`config.mk`:
```
export PLATFORM = sky130hd
export DESIGN_NAME = wbs_div
export DESIGN_NICKNAME = d
export VERILOG_FILES = /design/src/hw/rtl/wbs_pkg.sv /design/src/hw/rtl/wbs_div.sv
export SDC_FILE = /design/constraint.sdc
export NUM_CORES = 1
export LEC_CHECK = 0
export BUFFER_PORTS_ARGS = -buffer_cell sky130_fd_sc_hd__buf_4
export CORE_MARGIN = 2
export CORE_UTILIZATION = 50
export DETAILED_ROUTE_END_ITERATION = 8
export PLACE_DENSITY = 0.74
export SYNTH_ARGS = -nofsm -noshare
export SYNTH_HDL_FRONTEND = slang
export SYNTH_SLANG_ARGS = --single-unit
```
`constraint.sdc`:
```
create_clock -name aclk -period 4 [get_ports aclk]
set_clock_uncertainty 0.05 [all_clocks]
set_input_delay 0.2 -clock aclk [delete_from_list [all_inputs] [get_ports aclk]]
set_output_delay 0.2 -clock aclk [all_outputs]
set_load 0.03 [all_outputs]
```
`src/hw/rtl/wbs_pkg.sv`:
```
// types, constants and helper functions for the weighted box suppression block
// no dependencies
package wbs_pkg;

    localparam int APB_ADDR_W   = 3;
    // wide enough for up to 64 held entries
    localparam int SUM_W        = 38;
    localparam int TOTAL_W      = 22;
    localparam int MUL_A_W      = 16;
    localparam int MUL_B_W      = 34;
    localparam int PROD_W       = MUL_A_W + MUL_B_W;
    localparam int NUM_COORDS   = 16;
    localparam int RESULT_LIMIT = 32;
    localparam int RES_CNT_W    = 6;

    localparam logic [15:0]        THRESH_RESET = 16'd19661;
    localparam logic [MUL_B_W-1:0] EPS_Q32      = 34'd4295;
    localparam logic [APB_ADDR_W-3:0] REG_THRESH = 1'b0;

    typedef struct packed {
        logic        valid_req;
        logic [15:0] box_left;
        logic [15:0] box_top;
        logic [15:0] box_right;
        logic [15:0] box_bottom;
        logic [15:0] confidence;
        logic [63:0] points_a;
        logic [63:0] points_b;
        logic [63:0] points_c;
        logic        frame_end;
    } in_item_t;

    typedef struct packed {
        logic [15:0] merged_left;
        logic [15:0] merged_top;
        logic [15:0] merged_right;
        logic [15:0] merged_bottom;
        logic [15:0] lead_score;
        logic [63:0] merged_points_a;
        logic [63:0] merged_points_b;
        logic [63:0] merged_points_c;
        logic        overflowed;
        logic        none_found;
        logic        final_result;
    } out_item_t;

    // box packs left in the low bits, then top, right, bottom
    typedef struct packed {
        logic [63:0] box;
        logic [15:0] score;
        logic [63:0] pts_a;
        logic [63:0] pts_b;
        logic [63:0] pts_c;
    } entry_t;

    function automatic logic [15:0] fld(input logic [63:0] w, input logic [1:0] k);
        return w[16*k +: 16];
    endfunction

    function automatic logic [15:0] span(input logic [15:0] lo, input logic [15:0] hi);
        return (hi > lo) ? (hi - lo) : 16'd0;
    endfunction

    function automatic logic [15:0] max16(input logic [15:0] a, input logic [15:0] b);
        return (a > b) ? a : b;
    endfunction

    function automatic logic [15:0] min16(input logic [15:0] a, input logic [15:0] b);
        return (a < b) ? a : b;
    endfunction

    // coordinate 0..3 is the box, 4..15 the keypoint coordinates
    function automatic logic [15:0] coord_of(input entry_t e, input logic [3:0] c);
        logic [3:0] cm;
        logic [15:0] v;
        cm = c - 4'd4;
        if (c < 4'd4) begin
            v = fld(e.box, c[1:0]);
        end else begin
            case (cm[3:2])
                2'd0:    v = fld(e.pts_a, cm[1:0]);
                2'd1:    v = fld(e.pts_b, cm[1:0]);
                default: v = fld(e.pts_c, cm[1:0]);
            endcase
        end
        return v;
    endfunction

endpackage

```
`src/hw/rtl/wbs_div.sv`:
```
// restoring divider, one quotient bit a cycle, 16-bit quotient
// depends on wbs_pkg; dividend must be below divisor * 2^16
module wbs_div (
    input  logic                         aclk,
    input  logic                         aresetn,
    input  logic                         start,
    input  logic [wbs_pkg::SUM_W-1:0]    dividend,
    input  logic [wbs_pkg::TOTAL_W-1:0]  divisor,
    output logic                         done,
    output logic [15:0]                  quotient
);
    import wbs_pkg::*;

    logic [TOTAL_W-1:0] rem_reg, rem_next;
    logic [TOTAL_W-1:0] dvs_reg, dvs_next;
    logic [15:0]        quo_reg, quo_next;
    logic [3:0]         cnt_reg, cnt_next;
    logic               busy_reg, busy_next;
    logic               done_reg, done_next;
    logic [TOTAL_W:0]   trial;

    always_comb begin
        rem_next  = rem_reg;
        dvs_next  = dvs_reg;
        quo_next  = quo_reg;
        cnt_next  = cnt_reg;
        busy_next = busy_reg;
        done_next = 1'b0;
        trial     = {rem_reg, quo_reg[15]};
        if (start) begin
            rem_next  = dividend[SUM_W-1:16];
            quo_next  = dividend[15:0];
            dvs_next  = divisor;
            cnt_next  = '0;
            busy_next = 1'b1;
        end else if (busy_reg) begin
            if (trial >= {1'b0, dvs_reg}) begin
                rem_next = TOTAL_W'(trial - {1'b0, dvs_reg});
                quo_next = {quo_reg[14:0], 1'b1};
            end else begin
                rem_next = trial[TOTAL_W-1:0];
                quo_next = {quo_reg[14:0], 1'b0};
            end
            cnt_next = cnt_reg + 4'd1;
            if (cnt_reg == 4'd15) begin
                busy_next = 1'b0;
                done_next = 1'b1;
            end
        end
    end

    always_ff @(posedge aclk) begin
        if (!aresetn) begin
            busy_reg <= 1'b0;
            done_reg <= 1'b0;
        end else begin
            busy_reg <= busy_next;
            done_reg <= done_next;
        end
        rem_reg <= rem_next;
        dvs_reg <= dvs_next;
        quo_reg <= quo_next;
        cnt_reg <= cnt_next;
    end

    assign done     = done_reg;
    assign quotient = quo_reg;
endmodule

```
==> key figures <==
Power and ir drop
  – P_leak: 0.00222 uW
  – Share of total power in combinational logic: 49.6%
  – Clock share of power: 17.6%
  – Internal power: 1880 uW
  – Switching Share: 38.2%
  – Flop pwr share: 32.9%
  – Power Density: 586 nW/um^2
  – Switching pwr: 1160 uW
  – Peak supply drop: 0.342 mV

Routing
  – Detail Route Antenna Nets: 0
  – First-pass DRT Iterations: 4
  – Initial DRC count: 200
  – Vias: 3197
  – Vias per inst: 5.49
  – Routed WL: 8970 um
  – # DRC: 0
  – Routed length per instance: 15.4 um

Critical path
  – Setup CP Type: flip-flop to flip-flop
  – Worst R2R Start: rem_reg[5]
  – Worst setup EP type: flip-flop
  – CP arrival: 3440 ps
  – CP startpoint kind: flip-flop
  – R2r setup slk: 630 ps
  – Data required, critical path: 4070 ps
  – Cell count of the worst reg-to-reg path: 9
  – RR Endpoint: rem_reg[2]
  – Worst Path Max Fanout: 8

Floorplan
  – Initial Util: 50.9%
  – # rows: 33
  – Die Footprint: 8970 um^2
  – Boundary pin count: 80
  – Core Area: 8090 um^2
  – Die width: 94.7 um
  – Height of the die: 94.7 um

Worst hold path
  – Worst min path class: input port to flip-flop
  – Worst hold stages: 2
  – Hold EP: busy_reg
  – Hold_sp: aresetn

Placement
  – RD Place Congestion: 0.866
  – Dpl hpwl: 6110 um
  – Port bufs: 79
  – Post-Place Cells: 544

Clock tree
  – Clk Latency, worst-skew pair: 360 ps
  – Number of CTS-inserted buffers: 9
  – Clock Pin Slew Worst Setup and Hold Paths: 90 ps
  – Cts hold-fix bufs: 22
  – CTS tree: built
  – Clock tree buffer depth: 2
  – Clk sinks: 66
  – Post-CTS Setup Bufs: 0
  – H-Tree Depth: 3
  – CTS root buffer: clkbuf_8
  – Post-CTS Resized: 0

STA
  – Fmax: 297 MHz
  – Final Hold Viols: 0
  – Final setup TNS: 0 ps
  – Min Tclk post-route: 3370 ps
  – Final Max Tran Viols: 0
  – Final period utilization: 84.3%
  – RSZ-0062 raised after global routing: no
  – Final setup fails: 0
  – Slew headroom: 35.8%
  – Worst-margin pin slew: 962 ps

Global routing
  – GRT Max-Usage Layer: met2
  – Met2 usage in global routing: 32.9%
  – Remaining Overflow, GRT: 0
  – Gr usage total: 20.9%
  – GR Util met1: 27.7%
  – Vias in the first global route: 3125
  – GR Util met3: 6.30%
  – First-pass GRT wire length: 14600 um
  – Initial antenna violation count: 0
  – Largest net degree at the start of global routing: 56

Yosys
  – Yosys top cell by area: edfxtp_1
  – Yosys Warn Count: 0
  – Ranking of synthesized cells by area: edfxtp_1 44%, mux2_2 7.7%, ha_1 7.0%
  – Async SR Flop Fraction: 0%
  – Syn_area_per_cell: 11.1 um^2
  – Post-Synthesis Cells: 372
  – Most used DFF post-synth: edfxtp_1
  – Synth unique cells: 58
  – Register area share after synthesis: 46.7%
  – Post-synth EDFFs: 60
  – Seq cells post-synth: 66
  – Synth Net Count: 459
  – Synthesized area: 4120 um^2
  – Area share of the largest cell type after synthesis: 43.8%

Cells and area
  – Most frequent cells in the layout: 82 x buf_4, 60 x edfxtp_1, 28 x inv_1, 28 x mux2_2, 27 x a21oi_1
  – Nets: 559
  – Layout overhead on the synthesized area: 26.2%
  – Layout Cells excl Fill: 582
  – Most common cell after layout, fill and taps aside: buf_4
  – Layout cell share with drive strength beyond 1: 29.6%
  – Antenna cells: 0

Run
  – Max Cap Viol: 0

Status
  – Status: finished clean
## power groups by stage
stage	Combinational [uW]	Clock, uW	Sequential (uW)
after floorplan	1130	0	1030
after global placement	1440	0	1010
after detailed placement	1470	0	1010
after CTS	1500	545	1000
after global routing	1660	571	1020
final	1510	535	1000
## kinds of logic (layout without fill, tap and decap cells)
logic type	Yosys count	in the layout	share of synthesized area [%]
simple gates	100	100	13.6
compound gates	87	87	14.0
flops	66	66	46.7
buf+inv	43	148	4.35
mux	39	39	11.2
fa+ha+maj	24	24	7.48
xor+xnor	13	13	2.77
## worst max-delay path: stages, from the launching register on
cell and delay (ps):
edfxtp_1 390, ha_1 430, nand4_1 210, a211oi_1 250, o21ai_0 170, a21oi_1 400, o21a_1 390, buf_4 240
mux2_2 340, mux2_2 260
## cell usage after synthesis (all sizes together), types with 5 or more instances
cell type   n
nand2      14
buf         7
a21oi      27
a21o       10
nor2b      12
xor2        6
clkbuf      8
nand3      10
xnor2       7
o21ai      19
dfxtp       6
edfxtp     60
nor2       16
inv        28
nand4       9
or3         6
nor3        7
ha         23
mux2       35
o31ai       5
## final cells by class
type	instances	area [um^2]
fill	701	2900
inverter	28	105
clock inverter	7	60.1
tap	105	131
sequential	66	1920
multi-input combinational	263	2010
timing repair buffer	104	836
clock buffer	9	124
## metal layers
layer / vias up / wire length (um)
met5: - / 0
met4: 0 / 94
met3: 8 / 575
met2: 86 / 4230
met1: 1507 / 4070
li1: 1596 / -
## per-stage QoR
| stage | instance area (um^2) | hold WS (ps) | power (uW) | setup WS, ps | utilization (%) |
|---|---|---|---|---|---|
| after floorplan | 4120 | 249 | 2160 | 1100 | - |
| after global placement | 4790 | 328 | 2450 | 769 | 59.2 |
| after detailed placement | 4790 | 329 | 2480 | 610 | 59.2 |
| after CTS | 5190 | 27.2 | 3040 | 593 | 64.2 |
| after global routing | 5190 | 37.4 | 3250 | 395 | 64.2 |
| final | 5190 | 28.9 | 3040 | 629 | 64.2 |
## worst max path at each step
stage / from / endpoint
floorplan: quotient[15] / rem_reg[10]
global placement: rem_reg[5] / rem_reg[2]
detailed placement: rem_reg[6] / rem_reg[2]
CTS: rem_reg[5] / rem_reg[2]
global route: rem_reg[7] / rem_reg[2]
finish: rem_reg[5] / rem_reg[2]
No activity file was read; power rests on OpenSTA's default activity.
