--- config.mk ---
export PLATFORM = sky130hd
export DESIGN_NAME = wbs_ram
export DESIGN_NICKNAME = d
export VERILOG_FILES = /design/src/hw/rtl/wbs_ram.sv
export SDC_FILE = /design/constraint.sdc
export NUM_CORES = 1
export LEC_CHECK = 0
export BUFFER_PORTS_ARGS = -buffer_cell sky130_fd_sc_hd__buf_2
export CELL_PAD_IN_SITES_DETAIL_PLACEMENT = 1
export CELL_PAD_IN_SITES_GLOBAL_PLACEMENT = 2
export CORE_ASPECT_RATIO = 1.1
export CORE_MARGIN = 2
export CORE_UTILIZATION = 35
export DETAILED_ROUTE_END_ITERATION = 6
export PLACE_DENSITY_LB_ADDON = 0.1
export SETUP_SLACK_MARGIN = 0.05
export SYNTH_ARGS = -nofsm -noshare
export SYNTH_HDL_FRONTEND = slang
export SYNTH_SLANG_ARGS = --single-unit
--- constraint.sdc ---
create_clock -name aclk -period 3.5 [get_ports aclk]
set_input_delay 0.7 -clock aclk [delete_from_list [all_inputs] [get_ports aclk]]
set_output_delay 0.7 -clock aclk [all_outputs]
set_load 0.02 [all_outputs]
--- src/hw/rtl/wbs_ram.sv ---
// generic single-write, single-read ram with registered read data
// no dependencies
module wbs_ram #(
    parameter int WIDTH = 8,
    parameter int DEPTH = 32
) (
    input  logic                     aclk,
    input  logic                     we,
    input  logic [$clog2(DEPTH)-1:0] waddr,
    input  logic [WIDTH-1:0]         wdata,
    input  logic                     re,
    input  logic [$clog2(DEPTH)-1:0] raddr,
    output logic [WIDTH-1:0]         rdata
);
    logic [WIDTH-1:0] mem_reg [DEPTH];

    always_ff @(posedge aclk) begin
        if (we) begin
            mem_reg[waddr] <= wdata;
        end
        if (re) begin
            rdata <= mem_reg[raddr];
        end
    end
endmodule

==> results of run 1 <==
## path summary, 6_finish.rpt
kind / startpoint / cells past startpoint / slack [ps] / to
max: raddr[0] / 5 / 1070 / rdata[6]
min: re / 1 / 550 / rdata[0]
max reg2reg: mem_reg[21][0] / 3 / 1530 / rdata[0]
min reg2reg: mem_reg[18][2] / 3 / 1000 / rdata[2]
## through the flow
stage	util [%]	worst slack, ps
CTS	40.7	1050
global placement	37.9	485
floorplan	-	858
detailed placement	37.9	473
finish	40.7	1070
global route	40.7	980
## layer usage
| metal | GRT usage [%] | up-vias | wire length [µm] |
|---|---|---|---|
| met5 | 0 | - | 0 |
| met4 | 4.03 | 0 | 450 |
| met3 | 2.17 | 26 | 1190 |
| met2 | 23.6 | 100 | 10500 |
| met1 | 23.9 | 2440 | 11100 |
| li1 | - | 1900 | - |
## layout by cell type, fill, tap and decap left out
cell type | netlist | layout
buf_4 | 6 | 21
or3b_2 | 3 | 3
buf_2 | 1 | 27
nand3_1 | 2 | 2
clkinv_1 | 0 | 4
clkinv_2 | 0 | 5
bufinv_16 | 0 | 1
clkbuf_1 | 6 | 8
edfxtp_1 | 264 | 264
or3_1 | 1 | 1
nor2_1 | 33 | 33
mux2_2 | 8 | 8
inv_6 | 0 | 1
mux4_2 | 80 | 80
clkbuf_16 | 0 | 27
nand3b_1 | 5 | 5
buf_12 | 0 | 4
nand2_1 | 1 | 1
## cell families (layout without fill, tap and decap cells)
group | count (synthesis) | after routing
mux | 88 | 88
flops | 264 | 264
buf+inv | 20 | 98
simple gates | 45 | 45
## cell usage after synthesis, types with 2 or more instances
| master | count | area, µm² |
|---|---|---|
| buf_1 | 6 | 22.5 |
| buf_4 | 6 | 45.0 |
| clkbuf_1 | 6 | 22.5 |
| edfxtp_1 | 264 | 7930 |
| mux2_2 | 8 | 90.1 |
| mux4_2 | 80 | 1800 |
| nand3_1 | 2 | 10.0 |
| nand3b_1 | 5 | 37.5 |
| nor2_1 | 33 | 124 |
| or3b_2 | 3 | 26.3 |
## power by group through the flow
stage	clock network, mW	logic, mW	registers, mW
after floorplan	0	0.188	3.62
after global placement	0	0.355	3.61
after detailed placement	0	0.362	3.61
after CTS	2.71	0.362	3.54
after global routing	2.81	0.379	3.55
final	2.63	0.348	3.54
## final cells by class
cell class,instances,area [µm²]
repair buffers,52,373
clock inverters,11,78.8
clock buffers,35,706
fillers,2703,17000
well taps,368,460
multi-input cells,133,2100
flip-flops and latches,264,7930
==> results.md, run 1 <==
- Status: finished clean
- Skew final: approximately 11 ps
- Fraction of registers with async set/reset: 0%
- Fin crit period: ~2400 ps
- Setup violators final: 0
- Yosys reg bits: around 260
- Placed cells: 817
- Via-per-instance ratio: about 5.2
- Syn Nets: roughly 440
- CP endpoint kind: register
- Pleak: roughly 3.6 nW
- Pins Over Slew Limit: 0
- VDD IR max: around 0.00030 V
- Insertion delay to the later sink of the worst-skew pair: around 530 ps
- Hold crit path type: in -> reg
- Post-synthesis sequential area ratio: a little under 80%
- HPWL Detailed: approximately 15000 µm
- Fin cells: about 860
- DRC: 0
- GRT Util Overall: between 10% and 20%
- Htree depth: 1
- Antenna violations before repair: 0
- F_max: approximately 410 MHz
- Sink Count: roughly 260
- Die X: about 170 µm
- DIE AREA: between 30000 and 40000 µm²
- Post-Synth Adder-Cell Area: 0%
- Io pins: 29
- Max_cap viols: 0
- Final-report hold violation count: 0
- Cell variety after synth: 14
- Vias: approximately 4500
- Number of enable flip-flop cells after synthesis: ~260
- Synth-to-layout area growth: 14.9%
- Final Wtd Congestion: a little over 0.7
- Clock Tree Buf Depth: 3
- Combinational share of power: 5.3%
- Nets@finish: 499
- Final Cell Area: 11600 µm²
- DRT antenna net count: 0
- CP max stage cell: mux4_2
- Proportion of power drawn by the clock network: around 40%
- Clock-pin slew on the worst setup and hold paths: ~60 ps
- Starting Density: a little over a third
- P_int: 5.16 mW
- Detailed Route WL: roughly 23000 µm
- Sw Share: a little over a fifth
- CTS Hold Bufs: 0
- Headroom to the max-slew limit: between 30% and 40%
- Smallest hold slack: 550 ps
- # diodes: 0
- RSZ-0062 raised after global routing: false
- Drt wl/cell: between 20 and 30 µm
- Largest net degree at the start of global routing: 33
- Crit path cell chain: buf_4 > buf_12 > mux4_2 > mux4_2 > mux2_2
- Initial detailed-routing violation count: 375
- DR pass1 iterations: 4
- Family with the most delay on the worst path: multiplexers
- Post-Synthesis Cells: between 400 and 500
- Worst Path Required: 3790 ps
- Placed Area: 10900 µm²
- CTS Buf Count: 27
- Share of cells above drive strength 1: 35.8%
- Worst slew pin tran: between 900 and 1000 ps
- Compound-Gate Fraction of Synth Area: 0%
- Post-synthesis simple-gate area fraction: 2.05%
- Synth warn: 0
- Arr. time, crit path: 2710 ps
- Xor and xnor area share after synthesis: 0%
- Core Rows: 65
- Largest register FFs: about 260
- Die height: approximately 180 µm
- Post-CTS setup repair buffer count: 0
- Synth Flop Type: edfxtp_1
- Period utilisation layout: 69.3%
- Syn Std Cell Area: between 10000 and 15000 µm²
- Global-route wire length before repair: roughly 34000 µm
- Total power: roughly 6.5 mW
- Cts repair resizes: 0
- Critical setup path kind: in -> reg
- Max stage delay on crit path: about 600 ps
- CTS tree: done
- CP Buf/Inv Count: 2
- Root Buffer: clkbuf_16
- Number of port buffers: 28
- Mux share of post-synthesis cell area: about a fifth
- Core ar.: ~29000 µm²
- Overflow after GRT: 0
- Largest family of logic cells by synthesized area: multiplexers
- Sum Neg Setup Slack: 0 ps
- Switching power: 1.36 mW
- CP most frequent cell: mux4_2
- Synthesized area per cell: 24.3 µm²
- Critical path launch point type: primary input
- Max FO, Critical Path: 29
- Vias in the first global route: approximately 4700
- Part of the power in registers: between 50% and 60%
- Pwr per Cell Area: 560 nW/µm²
Power figures use the tool's default switching activity.
==> run 2: changes to the inputs <==
==> constraint.sdc (replaced) <==
create_clock -name aclk -period 2.08 [get_ports aclk]
set_input_delay 0.416 -clock aclk [delete_from_list [all_inputs] [get_ports aclk]]
set_output_delay 0.416 -clock aclk [all_outputs]
set_load 0.02 [all_outputs]
==> run 2 against run 1 <==
Count of clock-buffer cells in the layout is 2 higher; setup slack got worse by 990 ps; clock power increased by 71%; first-iteration DRC count rose by 11%; critical path depth is 1 higher; critical path type unchanged.
==> results.md, run 2 (synthesis results as in run 1) <==
- P_int: a little under 9 mW
- Max stage delay on crit path: approximately 560 ps
- Synth-to-layout area growth: 18.5%
- Family with the most delay on the worst path: multiplexers
- Max_cap viols: 0
- Antenna violations before repair: 0
- Register area: between 7000 and 8000 µm²
- Setup violators final: 0
- Sw Share: approximately a fifth
- Final-report hold violation count: 0
- Part of the power in registers: 53.7%
- Core Rows: 65
- Skew final: ~8.4 ps
- Detailed Route WL: approximately 24000 µm
- Worst reg-to-reg setup slack: just under 90 ps
- Root Buffer: clkbuf_16
- Clock-pin slew on the worst setup and hold paths: ~60 ps
- Worst setup margin: just under 90 ps
- Status: finished clean
- Max FO, Critical Path: 12
- Hold crit path type: in -> reg
- DR pass1 iterations: 4
- # diodes: 0
- Drt wl/cell: approximately 27 µm
- F_max: about 500 MHz
- Final Cell Area: 12000 µm²
- DRT antenna net count: 0
- Pleak: ~3.8 nW
- Arr. time, crit path: 2280 ps
- Worst Path Required: about 2400 ps
- Die height: around 180 µm
- Nets@finish: 534
- Critical setup path kind: in -> reg
- CP Buf/Inv Count: 3
- Proportion of power drawn by the clock network: around two fifths
- Sink Count: around 260
- Filler instances: ~2700
- GRT Util Overall: between 10% and 20%
- Io pins: 29
- Placed Area: 11100 µm²
- Core ar.: ~29000 µm²
- Period utilisation layout: about 96%
- Initial detailed-routing violation count: between 400 and 500
- Overflow after GRT: 0
- Largest register FFs: between 200 and 300
- CTS Buf Count: 29
- Vias in the first global route: approximately 5000
- Starting Density: 35.4%
- DIE AREA: 30300 µm²
- Dpl ws: -536 ps
- Clock Tree Buf Depth: 3
- DRC: 0
- Switching power: 2.35 mW
- RSZ-0062 raised after global routing: false
- Headroom to the max-slew limit: between 50 and 60%
- Worst slew pin tran: about 730 ps
- Crit path cell chain: buf_4 > buf_12 > buf_12 > mux4_2 > mux4_2 > mux2_2
- Htree depth: 1
- Multi-input gate area: roughly 2100 µm²
- Global-route wire length before repair: about 36000 µm
- Critical path launch point type: primary input
- HPWL Detailed: 15900 µm
- Via-per-instance ratio: 5.15
- Vias: 4638
- Fin cells: 900
- Commonest non-fill, non-tap cell in the layout: edfxtp_1
- CTS tree: done
- Pwr per Cell Area: between 900 and 1000 nW/µm²
- Pins Over Slew Limit: 0
- Insertion delay to the later sink of the worst-skew pair: 530 ps
- Largest net degree at the start of global routing: 33
- Die X: between 150 and 200 µm
- Fin crit period: ~2000 ps
- VDD IR max: between 0.0005 and 0.0006 V
- Number of port buffers: 28
- CP max stage cell: mux4_2
- Share of cells above drive strength 1: about two fifths
- Final Wtd Congestion: 0.749
- CP endpoint kind: register
- Most frequent cells in the layout: 264 x edfxtp_1, 80 x mux4_2, 47 x buf_4
- Placed cells: between 800 and 900
- Combinational share of power: 5.9%
==> run 2: stage by stage <==
stage               utilization, %  setup TNS, ps  power (mW)  hold WS [ps]
CTS                           41.8              0        11.3           289
detailed placement            38.9          -3800        6.74           849
global placement              38.9          -3800        6.73           845
global route                  42.0              0        11.5           291
finish                        42.0              0        11.1           305
floorplan                        -           -579        6.42           515
==> run 2: power groups by stage <==
stage,registers (mW),clock network [mW],logic [mW]
floorplan,6.08,0,0.341
finish,5.97,4.50,0.651
detailed placement,6.08,0,0.659
CTS,5.97,4.62,0.663
global placement,6.08,0,0.650
global route,5.97,4.80,0.699
==> run 2: final timing paths <==
check                       from        to  depth (start not counted)
setup / recovery        raddr[0]  rdata[5]                          6
hold / removal                re  rdata[2]                          1
setup reg to reg  mem_reg[13][5]  rdata[5]                          3
hold reg to reg   mem_reg[22][5]  rdata[5]                          3
==> run 2: timing repair <==
item                                    CTS  global route
setup buffers                             0             6
resized for setup                         1             1
endpoints found under the setup margin    2             1
hold buffers                              0             0
endpoints found under the hold margin     0             0
==> run 2: final cells by class <==
| class | count | share of cell area (%) |
|---|---|---|
| Clock buffer | 37 | 6.29 |
| Clock inverter | 13 | 0.531 |
| Multi-Input combinational cell | 133 | 17.5 |
| Sequential cell | 264 | 66.0 |
| Tap cell | 368 | 3.83 |
| Timing Repair Buffer | 85 | 5.82 |
==> run 2: per-layer routing <==
layer / GRT usage [%] / up-vias / part of all wire [%]
li1: - / 1984 / -
met1: 23.8 / 2518 / 46
met2: 26.1 / 101 / 48
met3: 2.69 / 35 / 4.7
met4: 3.76 / 0 / 1.6
met5: 0 / - / 0
