===== src/hw/rtl/wbs_pkg.sv =====
// types, constants and helper functions for the weighted box suppression block
// no dependencies
package wbs_pkg;

    localparam int APB_ADDR_W   = 3;
    // wide enough for up to 64 held entries
    localparam int SUM_W        = 38;
    localparam int TOTAL_W      = 22;
    localparam int MUL_A_W      = 16;
    localparam int MUL_B_W      = 34;
    localparam int PROD_W       = MUL_A_W + MUL_B_W;
    localparam int NUM_COORDS   = 16;
    localparam int RESULT_LIMIT = 32;
    localparam int RES_CNT_W    = 6;

    localparam logic [15:0]        THRESH_RESET = 16'd19661;
    localparam logic [MUL_B_W-1:0] EPS_Q32      = 34'd4295;
    localparam logic [APB_ADDR_W-3:0] REG_THRESH = 1'b0;

    typedef struct packed {
        logic        valid_req;
        logic [15:0] box_left;
        logic [15:0] box_top;
        logic [15:0] box_right;
        logic [15:0] box_bottom;
        logic [15:0] confidence;
        logic [63:0] points_a;
        logic [63:0] points_b;
        logic [63:0] points_c;
        logic        frame_end;
    } in_item_t;

    typedef struct packed {
        logic [15:0] merged_left;
        logic [15:0] merged_top;
        logic [15:0] merged_right;
        logic [15:0] merged_bottom;
        logic [15:0] lead_score;
        logic [63:0] merged_points_a;
        logic [63:0] merged_points_b;
        logic [63:0] merged_points_c;
        logic        overflowed;
        logic        none_found;
        logic        final_result;
    } out_item_t;

    // box packs left in the low bits, then top, right, bottom
    typedef struct packed {
        logic [63:0] box;
        logic [15:0] score;
        logic [63:0] pts_a;
        logic [63:0] pts_b;
        logic [63:0] pts_c;
    } entry_t;

    function automatic logic [15:0] fld(input logic [63:0] w, input logic [1:0] k);
        return w[16*k +: 16];
    endfunction

    function automatic logic [15:0] span(input logic [15:0] lo, input logic [15:0] hi);
        return (hi > lo) ? (hi - lo) : 16'd0;
    endfunction

    function automatic logic [15:0] max16(input logic [15:0] a, input logic [15:0] b);
        return (a > b) ? a : b;
    endfunction

    function automatic logic [15:0] min16(input logic [15:0] a, input logic [15:0] b);
        return (a < b) ? a : b;
    endfunction

    // coordinate 0..3 is the box, 4..15 the keypoint coordinates
    function automatic logic [15:0] coord_of(input entry_t e, input logic [3:0] c);
        logic [3:0] cm;
        logic [15:0] v;
        cm = c - 4'd4;
        if (c < 4'd4) begin
            v = fld(e.box, c[1:0]);
        end else begin
            case (cm[3:2])
                2'd0:    v = fld(e.pts_a, cm[1:0]);
                2'd1:    v = fld(e.pts_b, cm[1:0]);
                default: v = fld(e.pts_c, cm[1:0]);
            endcase
        end
        return v;
    endfunction

endpackage


===== src/hw/rtl/wbs_mul.sv =====
// shared multiplier with a registered product
// depends on wbs_pkg
module wbs_mul (
    input  logic                          aclk,
    input  logic [wbs_pkg::MUL_A_W-1:0]   mul_a,
    input  logic [wbs_pkg::MUL_B_W-1:0]   mul_b,
    output logic [wbs_pkg::PROD_W-1:0]    prod
);
    import wbs_pkg::*;

    logic [PROD_W-1:0] prod_reg;

    always_ff @(posedge aclk) begin
        prod_reg <= PROD_W'(mul_a) * PROD_W'(mul_b);
    end

    assign prod = prod_reg;
endmodule


===== config.mk =====
export PLATFORM = sky130hd
export DESIGN_NAME = wbs_mul
export DESIGN_NICKNAME = d
export VERILOG_FILES = /design/src/hw/rtl/wbs_pkg.sv /design/src/hw/rtl/wbs_mul.sv
export SDC_FILE = /design/constraint.sdc
export NUM_CORES = 1
export LEC_CHECK = 0
export BUFFER_PORTS_ARGS = -buffer_cell sky130_fd_sc_hd__buf_2
export CORE_AREA = 2 2 217 219
export DETAILED_ROUTE_END_ITERATION = 10
export DIE_AREA = 0 0 219 221
export PLACE_DENSITY = 0.68
export SYNTH_ARGS = -nofsm -noshare
export SYNTH_HDL_FRONTEND = slang
export SYNTH_SLANG_ARGS = --single-unit

===== constraint.sdc =====
create_clock -name aclk -period 5.3 [get_ports aclk]
set_input_delay 0.265 -clock aclk [delete_from_list [all_inputs] [get_ports aclk]]
set_output_delay 0.265 -clock aclk [all_outputs]
set_load 0.005 [all_outputs]

==> results.sh, run 1 <==
export IMPL_detail_route_antenna_nets=0
export IMPL_hold_end="prod[0]"
export IMPL_start_kind="primary input"
export IMPL_syn_num_nets=2666
export IMPL_failed_checks="setup timing"
export IMPL_dp_hpwl_um=45300
export IMPL_cap_violations=0
export IMPL_grt_remaining_overflow=0
export IMPL_layout_commonest_cell="inv_1"
export IMPL_wl_um=56100
export IMPL_die_h_um=221
export IMPL_num_rows=79
export IMPL_grt_pass1_wl_um=90800
export IMPL_fmax_ghz=0.179
export IMPL_routedWlPerCell_um=18.6
export IMPL_slowest_stage="fa_1"
export IMPL_final_setup_worst_slack_ns=-0.293
export IMPL_nFillCells=4123
export IMPL_synth_area_mm2=0.0183
export IMPL_grt_total_usage=0.243
export IMPL_cp_required_ns=5.58
export IMPL_clkTransAtPathRegs_ns=0.08
export IMPL_top_layer_used="met4"
export IMPL_largest_reg_flops=50
export IMPL_cts_path_max_buffers=2
export IMPL_final_cells=3012
export IMPL_place_inst=2958
export IMPL_clock_root_buffer="clkbuf_16"
export IMPL_critPathKind="in -> reg"
export IMPL_netlist_instances=2047
export IMPL_numCtsBuffers=5
export IMPL_slew_headroom=0.504
export IMPL_synth_edff_count=0
export IMPL_fp_dieW_um=219
export IMPL_cts_tree="yes"
export IMPL_dp_slack_ns=-1.12
export IMPL_ys_types=62
export IMPL_cts_sinks=50
export IMPL_die_area_mm2=0.0484
export IMPL_drcViolationCount=0
export IMPL_via_per_inst=5.01
export IMPL_path_cells="buf_16 > buf_6 > and2_1 > fa_1 > inv_1 > fa_1 > fa_1 > inv_1 > fa_2 > fa_1 > inv_1 > fa_1 > inv_2 > ha_4 > and2_4 > buf_4 > nand2_1 > nand3_4 > a2111oi_4 > buf_6 > o21ai_4 > a221oi_2 > xnor2_1"
export IMPL_crit_path_max_incr_delay_ns=0.52
export IMPL_final_min_clock_period_ns=5.59
export IMPL_setup_violations=23
export IMPL_layout_drive_gt1_share=0.270
export IMPL_rsz0062_at_grt="true"
export IMPL_ys_ff_latch=50
export IMPL_gp_congestion=0.928
export IMPL_end_kind="flop"
export IMPL_area_delta_synth_final_pct=29.9
export IMPL_cp_max_fo=8
export IMPL_core_area_mm2=0.0461
export IMPL_synth_area_per_cell_um2=8.95
export IMPL_wl_met2_um=26800
export IMPL_mostFrequentLayoutCells="inv_1, fa_1, nand2_1"
export IMPL_seq_area_frac_synth=0.0547
export IMPL_yosysTopAreaCellShare=0.488
export IMPL_async_reset_ff_frac=0
export IMPL_cp_common_cell="fa_1"
export IMPL_nNetsFinal=3023
export IMPL_drv_slew=0
export IMPL_min_path_cells=3
export IMPL_io_pins=101
export IMPL_ctsHoldBuffers=0
export IMPL_tightest_slew_ns=0.744
export IMPL_start_util=0.398
export IMPL_drt_first_pass_iters=7
export IMPL_cts_max_level=2
export IMPL_hold_path_startpoint="mul_b[0]"
export IMPL_status="finished with violations"
export IMPL_cp_arrival_ns=5.87
export IMPL_dr_wl_met3_um=4020
export IMPL_post_route_period_util=1.06
export IMPL_synth_warning_count=0
export IMPL_dr_first_iter_drc_count=969
export IMPL_synthFlopType="dfxtp_1"
export IMPL_hold_viol=0
export IMPL_wl_met1_um=22800
export IMPL_first_global_vias=16880
export IMPL_yosys_area_top_type="fa_1"
export IMPL_hold_class="in -> reg"
export IMPL_antenna_found_initial=2
export IMPL_num_vias=15105
export IMPL_netlist_top_cells_area="fa_1, inv_1, ha_1, and2_1, nand2_1"
export IMPL_io_buffers=100
export IMPL_antenna_cells=0
export IMPL_grt_max_degree=31
## synthesized netlist by cell type (all sizes together), types with 2 or more instances
master / number
o21a: 6
inv: 462
a41oi: 3
ha: 122
nor3: 11
buf: 7
a211oi: 9
xnor2: 27
nand2b: 4
nand3: 10
clkbuf: 90
a221oi: 4
nor2: 30
a21o: 21
a21oi: 48
o31ai: 2
a31oi: 6
nand2: 354
a211o: 2
nor4: 2
nand4: 10
or3: 2
and2: 234
o21bai: 9
or2: 2
xor2: 17
and3: 5
dfxtp: 50
fa: 446
a2111oi: 2
o21ai: 33
o211ai: 4
nor2b: 2
## area by class of cell
| type | instances | area [um2] | area share |
|---|---|---|---|
| Multi-Input combinational cell | 1438 | 16200 | 0.681 |
| Timing Repair Buffer | 447 | 3920 | 0.165 |
| Inverter | 462 | 1730 | 0.0729 |
| Sequential cell | 50 | 1000 | 0.0421 |
| Tap cell | 607 | 759 | 0.0319 |
| Clock buffer | 5 | 125 | 0.00526 |
| Clock inverter | 3 | 43.8 | 0.00184 |
## through the flow
stage	hold slack, ns	TNS (ns)	instance area (um2)	utilization
after global placement	0.645	-22.38	21900	0.476
after floorplan	0.387	-0.582	18700	-
final	0.387	-4.74	23800	0.517
after global routing	0.410	-9.15	23800	0.517
after detailed placement	0.644	-24.98	21900	0.476
after CTS	0.369	-3.06	23300	0.507
## critical path, delay by kind of cell
kind | cells | cell delay, ns
buf+inv | 8 | 0.83
compound gates | 3 | 0.76
fa+ha+maj | 7 | 3.15
xor+xnor | 1 | 0.16
simple gates | 4 | 0.69
## worst max path at each step
stage                  start       end  slack, ns  depth (start not counted)
floorplan           mul_a[9]  prod[47]      -0.16                         22
global placement    mul_a[4]  prod[48]      -1.07                         22
detailed placement  mul_a[5]  prod[48]      -1.12                         24
CTS                 mul_a[9]  prod[47]      -0.25                         24
global route        mul_b[8]  prod[47]      -0.45                         21
finish              mul_a[5]  prod[47]      -0.29                         23
## per-layer routing
metal	global-route usage	vias up
met5	0	-
met4	0.0911	0
met3	0.0373	138
met2	0.405	615
met1	0.319	7639
li1	-	6713
## logic make-up (layout without fill, tap and decap cells)
| logic type | after synthesis | in the layout | synth area share |
|---|---|---|---|
| buf+inv | 559 | 917 | 0.115 |
| fa+ha+maj | 568 | 568 | 0.571 |
| simple gates | 669 | 669 | 0.177 |
| flops | 50 | 50 | 0.0547 |
| compound gates | 157 | 157 | 0.0607 |
| xor+xnor | 44 | 44 | 0.0210 |
## repair_timing
action                                  4_1_cts  5_1_grt
cloned                                        4        1
buffers inserted                             32       14
resized for setup                           217      103
pin swaps                                    69       94
endpoints found under the setup margin       31       32
Power of run 1 is not shown: default switching activity piles up to over one toggle a cycle in this logic, so the estimate is an artifact.
==> run 2, diff against run 1 <==
Clock period 5.3 ns to 4.6 ns, I/O delays scaled along.
==> results.sh, run 2 (synthesized netlist as in run 1, its figures left out) <==
export IMPL_status="finished with violations"
export IMPL_failed_checks="setup timing"
export IMPL_io_buffers=100
export IMPL_largest_reg_flops=50
export IMPL_layout_commonest_cell="inv_1"
export IMPL_area_delta_synth_final_pct=34.4
export IMPL_fp_dieW_um=219
export IMPL_final_setup_worst_slack_ns=-0.977
export IMPL_cts_tree="yes"
export IMPL_core_area_mm2=0.0461
export IMPL_setup_violations=37
export IMPL_fmax_ghz=0.179
export IMPL_cts_max_level=2
export IMPL_mostFrequentLayoutCells="inv_1, fa_1, nand2_1"
export IMPL_io_pins=101
export IMPL_rsz0062_at_grt="true"
export IMPL_start_kind="primary input"
export IMPL_drv_slew=0
export IMPL_stdcell_area_mm2=0.0246
export IMPL_via_per_inst=5.06
export IMPL_cp_arrival_ns=5.84
export IMPL_numCtsBuffers=5
export IMPL_end_kind="flop"
export IMPL_dp_hpwl_um=44300
export IMPL_crit_path_max_incr_delay_ns=0.56
export IMPL_slew_headroom=0.581
export IMPL_utilization=0.534
export IMPL_start_util=0.398
export IMPL_die_h_um=221
export IMPL_routedWlPerCell_um=18.6
export IMPL_num_vias=15371
export IMPL_grt_max_degree=30
export IMPL_antenna_cells=0
export IMPL_grt_total_usage=0.248
export IMPL_cap_violations=0
export IMPL_critPathKind="in -> reg"
export IMPL_placed_cell_area_mm2=0.0221
export IMPL_cp_required_ns=4.87
export IMPL_gp_congestion=0.980
export IMPL_nFillCells=4043
export IMPL_cts_path_max_buffers=2
export IMPL_clkTransAtPathRegs_ns=0.08
export IMPL_clock_root_buffer="clkbuf_16"
export IMPL_cp_max_fo=6
export IMPL_hold_viol=0
export IMPL_detail_route_antenna_nets=0
export IMPL_hold_class="in -> reg"
export IMPL_layout_drive_gt1_share=0.307
export IMPL_tightest_slew_ns=0.629
export IMPL_min_path_cells=2
export IMPL_final_min_clock_period_ns=5.58
export IMPL_num_rows=79
export IMPL_drcViolationCount=0
export IMPL_first_global_vias=17737
export IMPL_drt_first_pass_iters=5
export IMPL_grt_pass1_wl_um=92900
export IMPL_nNetsFinal=3048
export IMPL_post_route_period_util=1.21
export IMPL_dr_first_iter_drc_count=853
export IMPL_die_area_mm2=0.0484
export IMPL_wl_um=56600
export IMPL_timing_hold_ws_ns=0.274
export IMPL_antenna_found_initial=1
export IMPL_cts_sinks=50
export IMPL_slowest_stage="fa_2"
export IMPL_path_cells="buf_6 > buf_4 > buf_4 > and2_1 > fa_1 > inv_1 > fa_1 > inv_1 > fa_1 > fa_2 > fa_1 > inv_1 > fa_2 > inv_1 > ha_1 > buf_4 > a21oi_4 > o211ai_1 > a211oi_4 > o21ai_1 > buf_4 > a31oi_4 > xnor2_1"
export IMPL_grt_remaining_overflow=0
-- run 2: cell types whose count changed in the layout (fill, tap and decap cells not counted), sizes merged --
cell / before / now
bufbuf: 0 / 2
clkbuf: 10 / 8
clkinvlp: 0 / 1
inv: 463 / 462
bufinv: 1 / 0
buf: 442 / 468
-- run 2: final cells by class --
class / count / area, um2 / share of cell area
clock inverter: 2 / 12.5 / 0.000508
multi-input combinational: 1438 / 16500 / 0.671
tap: 607 / 759 / 0.0309
sequential: 50 / 1000 / 0.0407
timing repair buffer: 472 / 4460 / 0.181
inverter: 462 / 1730 / 0.0705
clock buffer: 6 / 139 / 0.00564
-- run 2: through the flow --
stage          cells  TNS (ns)  setup WS, ns
2_1_floorplan   2047    -16.74        -0.828
6_report        3037    -26.62        -0.977
3_3_place_gp    2953    -50.91         -1.90
3_5_place_dp    2953    -55.13         -1.96
5_1_grt         3037    -32.15         -1.16
4_1_cts         3022    -24.60        -0.929
-- run 2: worst max-delay path: cells and delay by family --
| kind | cells | cell delay, ns |
|---|---|---|
| compound gates | 5 | 0.96 |
| simple gates | 1 | 0.16 |
| fa+ha+maj | 7 | 3.39 |
| xor+xnor | 1 | 0.13 |
| buf+inv | 9 | 0.95 |
-- run 2: final timing paths --
kind                   end  startpoint  slack [ns]
setup / recovery  prod[48]   mul_b[22]       -0.98
hold / removal     prod[0]    mul_b[0]        0.27
-- run 2: layer usage --
layer,wire length (um),part of all wire,vias up,track usage
met3,3490,0.062,146,0.0432
met2,29100,0.51,537,0.434
li1,-,-,6766,-
met4,2790,0.049,2,0.120
met1,21200,0.37,7920,0.292
met5,13,0.00023,-,0
-- run 2: repair_timing --
action | in CTS | in global routing
setup endpoints to repair | 40 | 40
pin swaps | 149 | 80
endpoints found under the hold margin | 0 | 0
buffers inserted | 55 | 17
hold buffers | 0 | 0
cloned | 10 | 1
gates resized for setup | 313 | 99
Power of run 2 is left out for the same reason.
